File: src/rtl/core/kabf_pkg.sv
// Shared types, constants and saturation helpers for the angle/bias Kalman filter.
`default_nettype none

package kabf_pkg;

  localparam int FRAC_BITS_DEF = 20;

  // Exact-sum width for the widest add chain (four 32-bit terms).
  localparam int ACC_W = 35;

  typedef struct packed {
    logic                    mul_en;
    logic signed [31:0]      mul_a;
    logic signed [31:0]      mul_b;
    logic signed [ACC_W-1:0] add_a;
    logic signed [ACC_W-1:0] add_b;
  } kabf_alu_req_t;

  function automatic logic signed [31:0] sat32(input logic signed [64:0] v);
    logic signed [31:0] r;
    if (v > 65'sd2147483647) begin
      r = 32'sh7fffffff;
    end else if (v < -65'sd2147483648) begin
      r = 32'sh80000000;
    end else begin
      r = v[31:0];
    end
    return r;
  endfunction

  function automatic logic signed [ACC_W-1:0] ext_acc(input logic signed [31:0] v);
    return {{(ACC_W-32){v[31]}}, v};
  endfunction

endpackage

`default_nettype wire

File: src/rtl/core/kabf_alu.sv
// Shared arithmetic unit: registered 32x32 multiplier with Q rounding, exact adder.
`default_nettype none

module kabf_alu import kabf_pkg::*; #(
  parameter int FRAC_BITS = FRAC_BITS_DEF
) (
  input  wire logic                    clk,
  input  wire kabf_alu_req_t           req,
  output logic signed [31:0]           mul_res,
  output logic signed [ACC_W-1:0]      add_sum,
  output logic signed [31:0]           add_sat
);

  logic signed [63:0] prod;
  logic signed [64:0] rnd;
  logic signed [64:0] shifted;

  always_ff @(posedge clk) begin
    if (req.mul_en) begin
      prod <= req.mul_a * req.mul_b;
    end
  end

  // round half up, floor shift, clamp
  always_comb begin
    rnd     = {prod[63], prod} + (65'sd1 <<< (FRAC_BITS - 1));
    shifted = rnd >>> FRAC_BITS;
    mul_res = sat32(shifted);
  end

  assign add_sum = req.add_a + req.add_b;
  assign add_sat = sat32(65'(add_sum));

endmodule

`default_nettype wire

File: src/rtl/core/kabf_div.sv
// Serial restoring divider for the Kalman gain: (num << FRAC_BITS) / den, saturated.
`default_nettype none

module kabf_div import kabf_pkg::*; #(
  parameter int FRAC_BITS = FRAC_BITS_DEF
) (
  input  wire logic               clk,
  input  wire logic               rst,
  input  wire logic               start,
  input  wire logic signed [31:0] num,
  input  wire logic signed [31:0] den,
  output logic                    done,
  output logic signed [31:0]      quot
);

  localparam int NW = 32 + FRAC_BITS;
  localparam int CW = $clog2(NW + 1);

  typedef enum logic [1:0] {D_IDLE, D_RUN, D_FIN} dstate_t;

  dstate_t          dstate;
  logic [CW-1:0]    cnt;
  logic [NW-1:0]    dvd;
  logic [32:0]      rem;
  logic [31:0]      dmag;
  logic             neg;
  logic             dzero;
  logic [32:0]      shl;
  logic [32:0]      trial;

  assign shl   = {rem[31:0], dvd[NW-1]};
  assign trial = shl - {1'b0, dmag};

  always_ff @(posedge clk) begin
    if (rst) begin
      dstate <= D_IDLE;
    end else begin
      case (dstate)
        D_IDLE: begin
          if (start) begin
            dvd    <= {(num[31] ? 32'(-num) : 32'(num)), {FRAC_BITS{1'b0}}};
            dmag   <= den[31] ? 32'(-den) : 32'(den);
            rem    <= '0;
            neg    <= num[31] ^ den[31];
            dzero  <= (den == 32'sd0);
            cnt    <= CW'(NW);
            dstate <= D_RUN;
          end
        end
        D_RUN: begin
          if (!trial[32]) begin
            rem <= trial;
          end else begin
            rem <= shl;
          end
          dvd <= {dvd[NW-2:0], ~trial[32]};
          cnt <= cnt - CW'(1);
          if (cnt == CW'(1)) begin
            dstate <= D_FIN;
          end
        end
        D_FIN:   dstate <= D_IDLE;
        default: dstate <= D_IDLE;
      endcase
    end
  end

  assign done = (dstate == D_FIN);

  always_comb begin
    if (dzero) begin
      quot = '0;
    end else if (neg) begin
      if ((|dvd[NW-1:32]) || (dvd[31] && (|dvd[30:0]))) begin
        quot = 32'sh80000000;
      end else begin
        quot = -$signed(dvd[31:0]);
      end
    end else begin
      if (|dvd[NW-1:31]) begin
        quot = 32'sh7fffffff;
      end else begin
        quot = $signed(dvd[31:0]);
      end
    end
  end

endmodule

`default_nettype wire

File: src/rtl/core/kalman_angle_bias_filter.sv
// Two-state angle/bias Kalman filter top level: sequencer over shared ALU and divider.
//
// Input channel: in_valid/in_ready carry one beat of measured_angle and
// measured_rate (signed Q with FRAC_BITS fraction bits). Output channel:
// out_valid/out_ready carry one beat of filtered_angle per input beat.
// Config: cfg_we writes cfg_data into register cfg_index (0 sample_period,
// 1 angle_noise, 2 bias_noise, 3 measure_noise); write only while idle.
// One item at a time: in_ready is high only while the sequencer idles.
// An update runs the sequencer from accept to result; the two gain
// divisions each wait on the serial divider, one quotient bit per
// cycle, and the rest is one step per cycle through the single
// multiplier and adder. in_ready returns at the same edge that loads
// the result into the output register.
// The result sits in an output register; the next item may be accepted
// while it waits. If the receiver stalls, a finished update holds in its
// last step until the output register frees up.
// Reset (synchronous, active high) zeroes the estimate, bias and
// covariance and loads the default noise/period settings.
`default_nettype none

module kalman_angle_bias_filter import kabf_pkg::*; #(
  parameter int FRAC_BITS = FRAC_BITS_DEF
) (
  input  wire logic               clk,
  input  wire logic               rst,
  input  wire logic               in_valid,
  output logic                    in_ready,
  input  wire logic signed [31:0] measured_angle,
  input  wire logic signed [31:0] measured_rate,
  output logic                    out_valid,
  input  wire logic               out_ready,
  output logic signed [31:0]      filtered_angle,
  input  wire logic               cfg_we,
  input  wire logic [1:0]         cfg_index,
  input  wire logic [30:0]        cfg_data
);

  // register indexes
  localparam logic [1:0] REG_DT = 2'd0;
  localparam logic [1:0] REG_QA = 2'd1;
  localparam logic [1:0] REG_QB = 2'd2;
  localparam logic [1:0] REG_R  = 2'd3;

  // reset defaults: round(c * 2^FRAC_BITS)
  localparam logic [30:0] DT_RST = 31'(((64'd1 << FRAC_BITS) + 64'd5) / 64'd10);
  localparam logic [30:0] QA_RST = 31'(((64'd5 << FRAC_BITS) + 64'd500) / 64'd1000);
  localparam logic [30:0] QB_RST = 31'(((64'd3 << FRAC_BITS) + 64'd500) / 64'd1000);
  localparam logic [30:0] R_RST  = 31'(((64'd30 << FRAC_BITS) + 64'd500) / 64'd1000);

  typedef enum logic [4:0] {
    ST_IDLE, ST_RATE, ST_DTP, ST_ANG, ST_BR1, ST_BR2, ST_MBR, ST_AA, ST_BA,
    ST_BB, ST_S, ST_K0_GO, ST_K0_WAIT, ST_K1_GO, ST_K1_WAIT, ST_MK0, ST_ANG2,
    ST_BIAS, ST_CBA, ST_CBB, ST_CAB, ST_CAA, ST_DONE
  } state_t;

  state_t state;

  // config
  logic [30:0] dt_cfg, qa_cfg, qb_cfg, r_cfg;
  logic signed [31:0] dt, qa, qb, rn;

  // filter state
  logic signed [31:0] ang, bias, p_aa, p_ab, p_ba, p_bb;
  // per-item scratch
  logic signed [31:0] ma, mr, t_rate, t_dtp, t_br, t_s, t_inn, t_k0, t_k1;
  logic signed [ACC_W-1:0] acc;

  kabf_alu_req_t           req;
  logic signed [31:0]      mres;
  logic signed [ACC_W-1:0] add_sum;
  logic signed [31:0]      add_sat;

  logic               div_start;
  logic signed [31:0] div_num;
  logic               div_done;
  logic signed [31:0] div_quot;

  assign dt = $signed({1'b0, dt_cfg});
  assign qa = $signed({1'b0, qa_cfg});
  assign qb = $signed({1'b0, qb_cfg});
  assign rn = $signed({1'b0, r_cfg});

  assign in_ready = (state == ST_IDLE);

  kabf_alu #(.FRAC_BITS(FRAC_BITS)) u_alu (
    .clk     (clk),
    .req     (req),
    .mul_res (mres),
    .add_sum (add_sum),
    .add_sat (add_sat)
  );

  kabf_div #(.FRAC_BITS(FRAC_BITS)) u_div (
    .clk   (clk),
    .rst   (rst),
    .start (div_start),
    .num   (div_num),
    .den   (t_s),
    .done  (div_done),
    .quot  (div_quot)
  );

  // operand select for the shared unit; mul result shows up one state later
  always_comb begin
    req       = '0;
    div_start = 1'b0;
    div_num   = p_aa;
    case (state)
      ST_RATE: begin
        req.add_a  = ext_acc(mr);
        req.add_b  = -ext_acc(bias);
        req.mul_en = 1'b1;
        req.mul_a  = dt;
        req.mul_b  = p_bb;
      end
      ST_DTP: begin
        req.add_a  = ext_acc(mres);
        req.add_b  = -ext_acc(p_ba);
        req.mul_en = 1'b1;
        req.mul_a  = dt;
        req.mul_b  = t_rate;
      end
      ST_ANG: begin
        req.add_a = ext_acc(ang);
        req.add_b = ext_acc(mres);
      end
      ST_BR1: begin
        req.add_a = acc;
        req.add_b = -ext_acc(p_ab);
      end
      ST_BR2: begin
        req.add_a = acc;
        req.add_b = ext_acc(qa);
      end
      ST_MBR: begin
        req.add_a  = ext_acc(p_ab);
        req.add_b  = -ext_acc(t_dtp);
        req.mul_en = 1'b1;
        req.mul_a  = dt;
        req.mul_b  = t_br;
      end
      ST_AA: begin
        req.add_a  = ext_acc(p_aa);
        req.add_b  = ext_acc(mres);
        req.mul_en = 1'b1;
        req.mul_a  = qb;
        req.mul_b  = dt;
      end
      ST_BA: begin
        req.add_a = ext_acc(p_ba);
        req.add_b = -ext_acc(t_dtp);
      end
      ST_BB: begin
        req.add_a = ext_acc(p_bb);
        req.add_b = ext_acc(mres);
      end
      ST_S: begin
        req.add_a = ext_acc(p_aa);
        req.add_b = ext_acc(rn);
      end
      ST_K0_GO: begin
        div_start = 1'b1;
        div_num   = p_aa;
        req.add_a = ext_acc(ma);
        req.add_b = -ext_acc(ang);
      end
      ST_K1_GO: begin
        div_start = 1'b1;
        div_num   = p_ba;
      end
      ST_MK0: begin
        req.mul_en = 1'b1;
        req.mul_a  = t_k0;
        req.mul_b  = t_inn;
      end
      ST_ANG2: begin
        req.add_a  = ext_acc(ang);
        req.add_b  = ext_acc(mres);
        req.mul_en = 1'b1;
        req.mul_a  = t_k1;
        req.mul_b  = t_inn;
      end
      ST_BIAS: begin
        req.add_a  = ext_acc(bias);
        req.add_b  = ext_acc(mres);
        req.mul_en = 1'b1;
        req.mul_a  = t_k1;
        req.mul_b  = p_aa;
      end
      // p_aa/p_ab stay at their predicted values until the last two steps
      ST_CBA: begin
        req.add_a  = ext_acc(p_ba);
        req.add_b  = -ext_acc(mres);
        req.mul_en = 1'b1;
        req.mul_a  = t_k1;
        req.mul_b  = p_ab;
      end
      ST_CBB: begin
        req.add_a  = ext_acc(p_bb);
        req.add_b  = -ext_acc(mres);
        req.mul_en = 1'b1;
        req.mul_a  = t_k0;
        req.mul_b  = p_ab;
      end
      ST_CAB: begin
        req.add_a  = ext_acc(p_ab);
        req.add_b  = -ext_acc(mres);
        req.mul_en = 1'b1;
        req.mul_a  = t_k0;
        req.mul_b  = p_aa;
      end
      ST_CAA: begin
        req.add_a = ext_acc(p_aa);
        req.add_b = -ext_acc(mres);
      end
      default: begin
        req = '0;
      end
    endcase
  end

  always_ff @(posedge clk) begin
    if (rst) begin
      state     <= ST_IDLE;
      out_valid <= 1'b0;
      dt_cfg    <= DT_RST;
      qa_cfg    <= QA_RST;
      qb_cfg    <= QB_RST;
      r_cfg     <= R_RST;
      ang       <= '0;
      bias      <= '0;
      p_aa      <= '0;
      p_ab      <= '0;
      p_ba      <= '0;
      p_bb      <= '0;
    end else begin
      if (cfg_we) begin
        case (cfg_index)
          REG_DT:  dt_cfg <= cfg_data;
          REG_QA:  qa_cfg <= cfg_data;
          REG_QB:  qb_cfg <= cfg_data;
          REG_R:   r_cfg  <= cfg_data;
          default: dt_cfg <= dt_cfg;
        endcase
      end

      // ST_DONE reloads the output register itself
      if (out_valid && out_ready && (state != ST_DONE)) begin
        out_valid <= 1'b0;
      end

      case (state)
        ST_IDLE: begin
          if (in_valid) begin
            ma    <= measured_angle;
            mr    <= measured_rate;
            state <= ST_RATE;
          end
        end
        ST_RATE: begin
          t_rate <= add_sat;
          state  <= ST_DTP;
        end
        ST_DTP: begin
          t_dtp <= mres;
          acc   <= add_sum;
          state <= ST_ANG;
        end
        ST_ANG: begin
          ang   <= add_sat;
          state <= ST_BR1;
        end
        ST_BR1: begin
          acc   <= add_sum;
          state <= ST_BR2;
        end
        ST_BR2: begin
          t_br  <= add_sat;
          state <= ST_MBR;
        end
        ST_MBR: begin
          p_ab  <= add_sat;
          state <= ST_AA;
        end
        ST_AA: begin
          p_aa  <= add_sat;
          state <= ST_BA;
        end
        ST_BA: begin
          p_ba  <= add_sat;
          state <= ST_BB;
        end
        ST_BB: begin
          p_bb  <= add_sat;
          state <= ST_S;
        end
        ST_S: begin
          t_s   <= add_sat;
          state <= ST_K0_GO;
        end
        ST_K0_GO: begin
          t_inn <= add_sat;
          state <= ST_K0_WAIT;
        end
        ST_K0_WAIT: begin
          if (div_done) begin
            t_k0  <= div_quot;
            state <= ST_K1_GO;
          end
        end
        ST_K1_GO: state <= ST_K1_WAIT;
        ST_K1_WAIT: begin
          if (div_done) begin
            t_k1  <= div_quot;
            state <= ST_MK0;
          end
        end
        ST_MK0: state <= ST_ANG2;
        ST_ANG2: begin
          ang   <= add_sat;
          state <= ST_BIAS;
        end
        ST_BIAS: begin
          bias  <= add_sat;
          state <= ST_CBA;
        end
        ST_CBA: begin
          p_ba  <= add_sat;
          state <= ST_CBB;
        end
        ST_CBB: begin
          p_bb  <= add_sat;
          state <= ST_CAB;
        end
        ST_CAB: begin
          p_ab  <= add_sat;
          state <= ST_CAA;
        end
        ST_CAA: begin
          p_aa  <= add_sat;
          state <= ST_DONE;
        end
        ST_DONE: begin
          if (!out_valid || out_ready) begin
            out_valid      <= 1'b1;
            filtered_angle <= ang;
            state          <= ST_IDLE;
          end
        end
        default: state <= ST_IDLE;
      endcase
    end
  end

`ifndef ASSERT_OFF
  a_busy_after_accept: assert property (@(posedge clk) disable iff (rst)
    in_valid && in_ready |=> !in_ready)
    else $error("accepted a beat but still ready");

  a_div_done_waiting: assert property (@(posedge clk) disable iff (rst)
    div_done |-> (state == ST_K0_WAIT || state == ST_K1_WAIT))
    else $error("divider finished outside a gain wait");

  a_done_emits: assert property (@(posedge clk) disable iff (rst)
    state == ST_DONE && !out_valid |=> out_valid && state == ST_IDLE)
    else $error("finished update not delivered to output register");

  a_result_from_done: assert property (@(posedge clk) disable iff (rst)
    $rose(out_valid) |-> $past(state) == ST_DONE)
    else $error("output beat without a finished update");
`endif

endmodule

`default_nettype wire
File: config.mk
export PLATFORM = sky130hd
export DESIGN_NAME = kalman_angle_bias_filter
export DESIGN_NICKNAME = d
export VERILOG_FILES = /design/src/rtl/core/kabf_pkg.sv /design/src/rtl/core/kabf_alu.sv /design/src/rtl/core/kabf_div.sv /design/src/rtl/core/kalman_angle_bias_filter.sv
export SDC_FILE = /design/constraint.sdc
export NUM_CORES = 2
export LEC_CHECK = 0
export CAP_MARGIN = 20
export CORE_ASPECT_RATIO = 0.5
export CORE_MARGIN = 4
export CORE_UTILIZATION = 39
export CTS_CLUSTER_SIZE = 25
export DETAILED_ROUTE_END_ITERATION = 7
export DONT_BUFFER_PORTS = 1
export GPL_TIMING_DRIVEN = 1
export SYNTH_ARGS = -nofsm -noshare
export SYNTH_HDL_FRONTEND = slang
export SYNTH_SLANG_ARGS = --single-unit
export TNS_END_PERCENT = 10
File: constraint.sdc
create_clock -name clk -period 18.6 [get_ports clk]
set_input_delay 1.86 -clock clk [delete_from_list [all_inputs] [get_ports clk]]
set_output_delay 1.86 -clock clk [all_outputs]
set_load 0.03 [all_outputs]
Yosys cells after proc, flatten, opt, wreduce, memory -nomap -nowiden
Index checks and enable logic that the tools add are counted.
Word-level totals
  register bits after elaboration: 867
  latch bits: 0
  bits in writable memories: 0
  memory bits (read-only): 0
  input bits: 102
  output and inout port bits: 34
  word-level logic and storage cells: 159
  memories kept: 0
Cells by class
  add/subtract/negate cells: 13
  multipliers: 1
  divide/modulo/power cells: 0
  magnitude comparators: 4
  eq/ne operators: 35
  shift-type cells: 0
  mux-type cells: 32
  bitwise gates (word level): 3
  reductions and logical operators: 39
Operator list (count)
  $pmux 70 s16: 1
  $pmux 65 s10: 1
  $mux 32: 12
  $neg 32->35: 6
  $pmux 5 s23: 1
  $pmux 52 s2: 1
  $neg 32->32: 3
  $add 64x21->65 const B: 1
  $mul 32x32->64: 1
  $pmux 32 s2: 1
  $mux 52: 1
  $gt 45x32->1 const B: 1
  $lt 45x32->1 const B: 1
  $eq 5x4->1 const B: 8
  $add 35x35->35: 1
  $eq 5x5->1 const B: 7
  $gt 35x32->1 const B: 1
  $lt 35x32->1 const B: 1
  $sub 33x32->33: 1
  $logic_not 32->1: 1
  $mux 31: 1
  $reduce_or 31->1: 1
  $reduce_and 2->1: 11
  $reduce_or 21->1: 1
  other kinds (28): 62

Longest topological paths before layout
  word-level depth: 10
  depth in mapped cells: 40
  mapped depth without buffers: 35

By module
A second synthesis with hierarchy kept.
Unflattened totals
  cell total of the unflattened synthesis: 8757
  area, all modules: 81602.0 um2
By module, submodules not included
  kabf_alu: instances 1, cells each 4606, area an instance 41222.0 um2, seq. area each 1351.3 um2
  kalman_angle_bias_filter: instances 1, cells each 3192, area an instance 31437.7 um2, seq. area each 17106.4 um2
  kabf_div: instances 1, cells each 959, area an instance 8942.3 um2, seq. area each 3763.6 um2

Worst setup path after synthesis
No wires, ideal clock.
  kind: register -> register
  start point: register state[2]
  end point: register u_alu.prod[61], data pin
  setup time: 0.258 ns
  arrival time: 10.214 ns
  data required time: 18.342 ns
  setup slack: 8.128 ns
  stages on the path, launching flop included: 39
  path buffers: 5
  clock period less this slack: 10.472 ns
  cell sequence: dfxtp_1 > clkbuf_1 > or2_2 > clkbuf_1 > nor3_1 > clkbuf_1 > buf_1 > a222oi_1 > nand3_1 > clkbuf_1 > nand2_1 > inv_1 > fa_1 > fa_1 > fa_1 > inv_1 > fa_1 > inv_1 > [... 3 more ...] > inv_1 > fa_1 > inv_1 > fa_1 > inv_1 > ha_1 > a21o_1 > a21oi_1 > o21bai_1 > a21o_1 > a221o_1 > or4b_2 > a211oi_1 > nor4_1 > or3_1 > a221o_1 > a21oi_1 > xnor2_1
On the way
  longest elaborated chain between the ends: 3
  elaborated cells on any way between the ends: 12
  classes of those cells: mul (1); eq/ne (10); mux (1)
Ends and longest elaborated chain
  from (decl): line kalman_angle_bias_filter.sv:56  | state_t state;
  from (signal assigned): line kalman_angle_bias_filter.sv:224  | state <= ST_IDLE;
  from (signal assigned): line kalman_angle_bias_filter.sv:257  | state <= ST_RATE;
  from (signal assigned): line kalman_angle_bias_filter.sv:262  | state <= ST_DTP;
  $eq 5x5->1, or another cell as far along: line kalman_angle_bias_filter.sv:108  | case (state)
  $pmux 65 s10 *: line kalman_angle_bias_filter.sv:108
  $mul 32x32->64 *: line kabf_alu.sv:20  | prod <= req.mul_a * req.mul_b;
  to (signal assigned): line kabf_alu.sv:20
  to (decl): line kabf_alu.sv:14  | logic signed [63:0] prod;
Every way passes the cells marked *; elsewhere a longest branch is shown, timed or not.
A chain may end at the register's enable or synchronous reset.

Worst setup path in the final report
  start point: register state[1]
  end point: register u_alu.prod[63], data pin
Same word-level chain as after synthesis.

==> metrics.yaml <==
r2r-start: "state[1]"
cts.sinks: 848
hpwl_um: 220000
path_max_fanout: 46
first_pass_iters: 8
cts_setup_buffers: 0
wl_um: 295000
syn_avg_cell_area_um2: 9.39
rrSetupSlack_ps: 5520
drc_errors: 3
max_cap_viol_count: 0
gp_congestion: 0.987
synth_ff_type: "edfxtp_1"
cts_root_buf: "clkbuf_16"
yosysTopAreaCell: "fa_1"
crit_top_cell: "fa_1"
grt_max_degree: 302
largest_reg_flops: 52
regMostFlops: "u_div.dvd"
area_growth_syn_to_layout_pct: 8.01
finalSetupViolations: 0
critical-path-slowest-cell: "dfxtp_1"
cp_top_family: "adder cells"
core_area_um2: 204000
synth_edf_count: 524
rsz0062_at_grt: "no"
synth_compound_area_share_pct: 12.2
syn_nets: 9971
ctsHoldBuffers: 0
fin_crit_ps: 13080
die_h_um: 328
hold_start: "qb_cfg[30]"
yosysTopAreaCellShare_pct: 27.1
synth_fa_ha_area_share_pct: 31.1
critPathLaunchType: "flip-flop"
path_depth: 34
synth_cell_types: 91
yosys-top-cells-area: "fa_1 27%, edfxtp_1 20%, dfxtp_1 8.1%"
clk_path_buf_depth: 3
fin_skew_ps: 36.5
async_reset_ff_share_pct: 0
final_max_slew_viol_count: 0
num_vias: 64500
tritoncts: "done"
power.density_nw_per_um2: 73.8
synth_warnings: 0
numPortBuffers: 0
vias_per_cell: 5.80
violations: "design-rule violations"
relSlewSlack_pct: 9.29
crit_type: "flip-flop to flip-flop"
grt_pass1_vias: 63900
die-area_um2: 213000
h-tree-depth: 3
synth_top_family_by_area: "adder cells"
cp_data_arrival_time_ps: 13500
drt_iter0_drc: 8777
critPathMaxStageDelay_ps: 810
min_to: "qb_cfg[30]"
ctsResizeCount: 0
crit_path_end_kind: "flip-flop"
fillers: 19900
hold_path_depth: 2
tns_ps: 0
top_regs: "u_div.dvd (52), u_alu.prod (45), acc (35)"
routedWlPerCell_um: 26.5
ant_nets: 0
regArea_um2: 22200
path_clk_slew_ps: 60
crit_buf_inv: 8
initial_utilization_pct: 39.3
clkLatencyLatePin_ps: 720
syn_inst: 8528
placementRows: 117
power_mw: 6.38
multi_input_area_um2: 51400
fmax_mhz: 76.5
dp_worst_setup_slack_ps: 5640
min_path_type: "flip-flop to flip-flop"
vdd_ir_drop_max_uv: 77.1
p_leak_nw: 33.7
grtUsageTotal_pct: 27.5
synthMuxAreaShare_pct: 0.915
io_pins: 136
grt_pass1_wl_um: 433000
synthesis.area_um2: 80000
synth_xor_area_share_pct: 4.17
outcome: "finished with violations"
r2r_cells: 34
yosys.area_share.simple_pct: 15.3
grt-ovfl-total: 0
synth_seq_cells: 848
final_core_util_pct: 42.4
seq_area_frac_synth_pct: 27.8
setup_ws_ps: 5520
cts_buffers: 94
period_share_pct: 70.3
nNetsFinal: 9738
antenna_found_initial: 15
synthTopCellsByCount: "1,397 x nand2_1, 1,288 x inv_1, 1,084 x fa_1"
drive_gt1_share_pct: 5.77
worstPathRequired_ps: 19020
worstMarginPinSlew_ps: 1360
hold_violations: 0
timing.rr.end: "u_alu.prod[63]"
die_x_um: 649
post-synth-top-count-cell: "nand2_1"
## layer usage
metal,global-route usage [%],vias up,part of all wire [%]
met5,0,-,0.025
li1,-,27800,-
met3,7.77,677,13
met4,11.8,6,5.1
met2,40.9,3688,42
met1,37.4,32300,40
## kinds of logic (layout without fill, tap and decap cells)
kind of cell               Yosys count  count (layout)
buffers and inverters             1803            1651
DFF                                848             848
xor gates and xnor gates           379             379
AOI/OAI and AO/OA                 1289            1289
other                                0               5
and+or+nand+nor                   2796            2796
muxes                               72              72
adders and majority gates         1341            1341
## cell usage in the layout (no fill, tap or decap), types with 17 or more instances in the layout
cell,count
xnor2_1,230
and3_1,32
nor2_1,636
a221o_1,43
inv_1,1288
o21ai_0,160
dfxtp_1,324
nor3_1,111
a22o_1,35
nand3_1,155
a211oi_1,177
a21oi_1,246
xor2_1,147
ha_1,257
a222oi_1,143
and2_1,79
nand4_1,49
buf_4,182
or4_1,22
or3_1,35
or2_2,22
a22oi_1,31
a221oi_1,67
o31ai_1,23
nand2b_1,56
clkbuf_16,96
a22oi_4,26
clkinv_2,17
fa_1,1084
a31oi_1,37
nor4_1,65
nor2b_1,22
o22ai_1,20
mux2i_1,62
a311oi_1,56
nand2_1,1397
edfxtp_1,524
a21o_1,54
## power by group
part | internal (mW) | switching (mW)
sequential | 2.17 | 0.107
combinational | 0.570 | 1.58
clock | 1.11 | 0.843
## worst max-delay path by stage
stage	to	slack, ps	startpoint
final	u_alu.prod[63]	5520	state[1]
after global routing	u_alu.prod[63]	5030	state[1]
after CTS	u_alu.prod[63]	5600	state[1]
after detailed placement	u_alu.prod[63]	5640	state[1]
after global placement	u_alu.prod[61]	5850	state[1]
after floorplan	u_alu.prod[61]	8130	state[2]
## final cells by class
type                            count  share of cell area, %
Tap cell                         2737                   3.96
Timing Repair Buffer              185                   1.65
Inverter                         1289                   5.60
Multi-Input combinational cell   5877                   59.4
Clock inverter                     55                  0.643
Sequential cell                   848                   25.7
Antenna cell                        5                 0.0145
Clock buffer                      122                   3.02
## stage by stage
stage               cell area (µm²)  cells  hold WS (ps)
global route                  86400  11100           473
CTS                           86400  11100           458
floorplan                     80000   8528           406
detailed placement            83200  10900           449
global placement              83200  10900           442
finish                        86400  11100           459
## tightest hold or removal path, delay by kind of cell (launching register included)
kind,cells,cell delay (ps)
AOI/OAI and AO/OA,1,50
DFF,1,310
and+or+nand+nor,1,50
(Power assumes the default switching activity.)
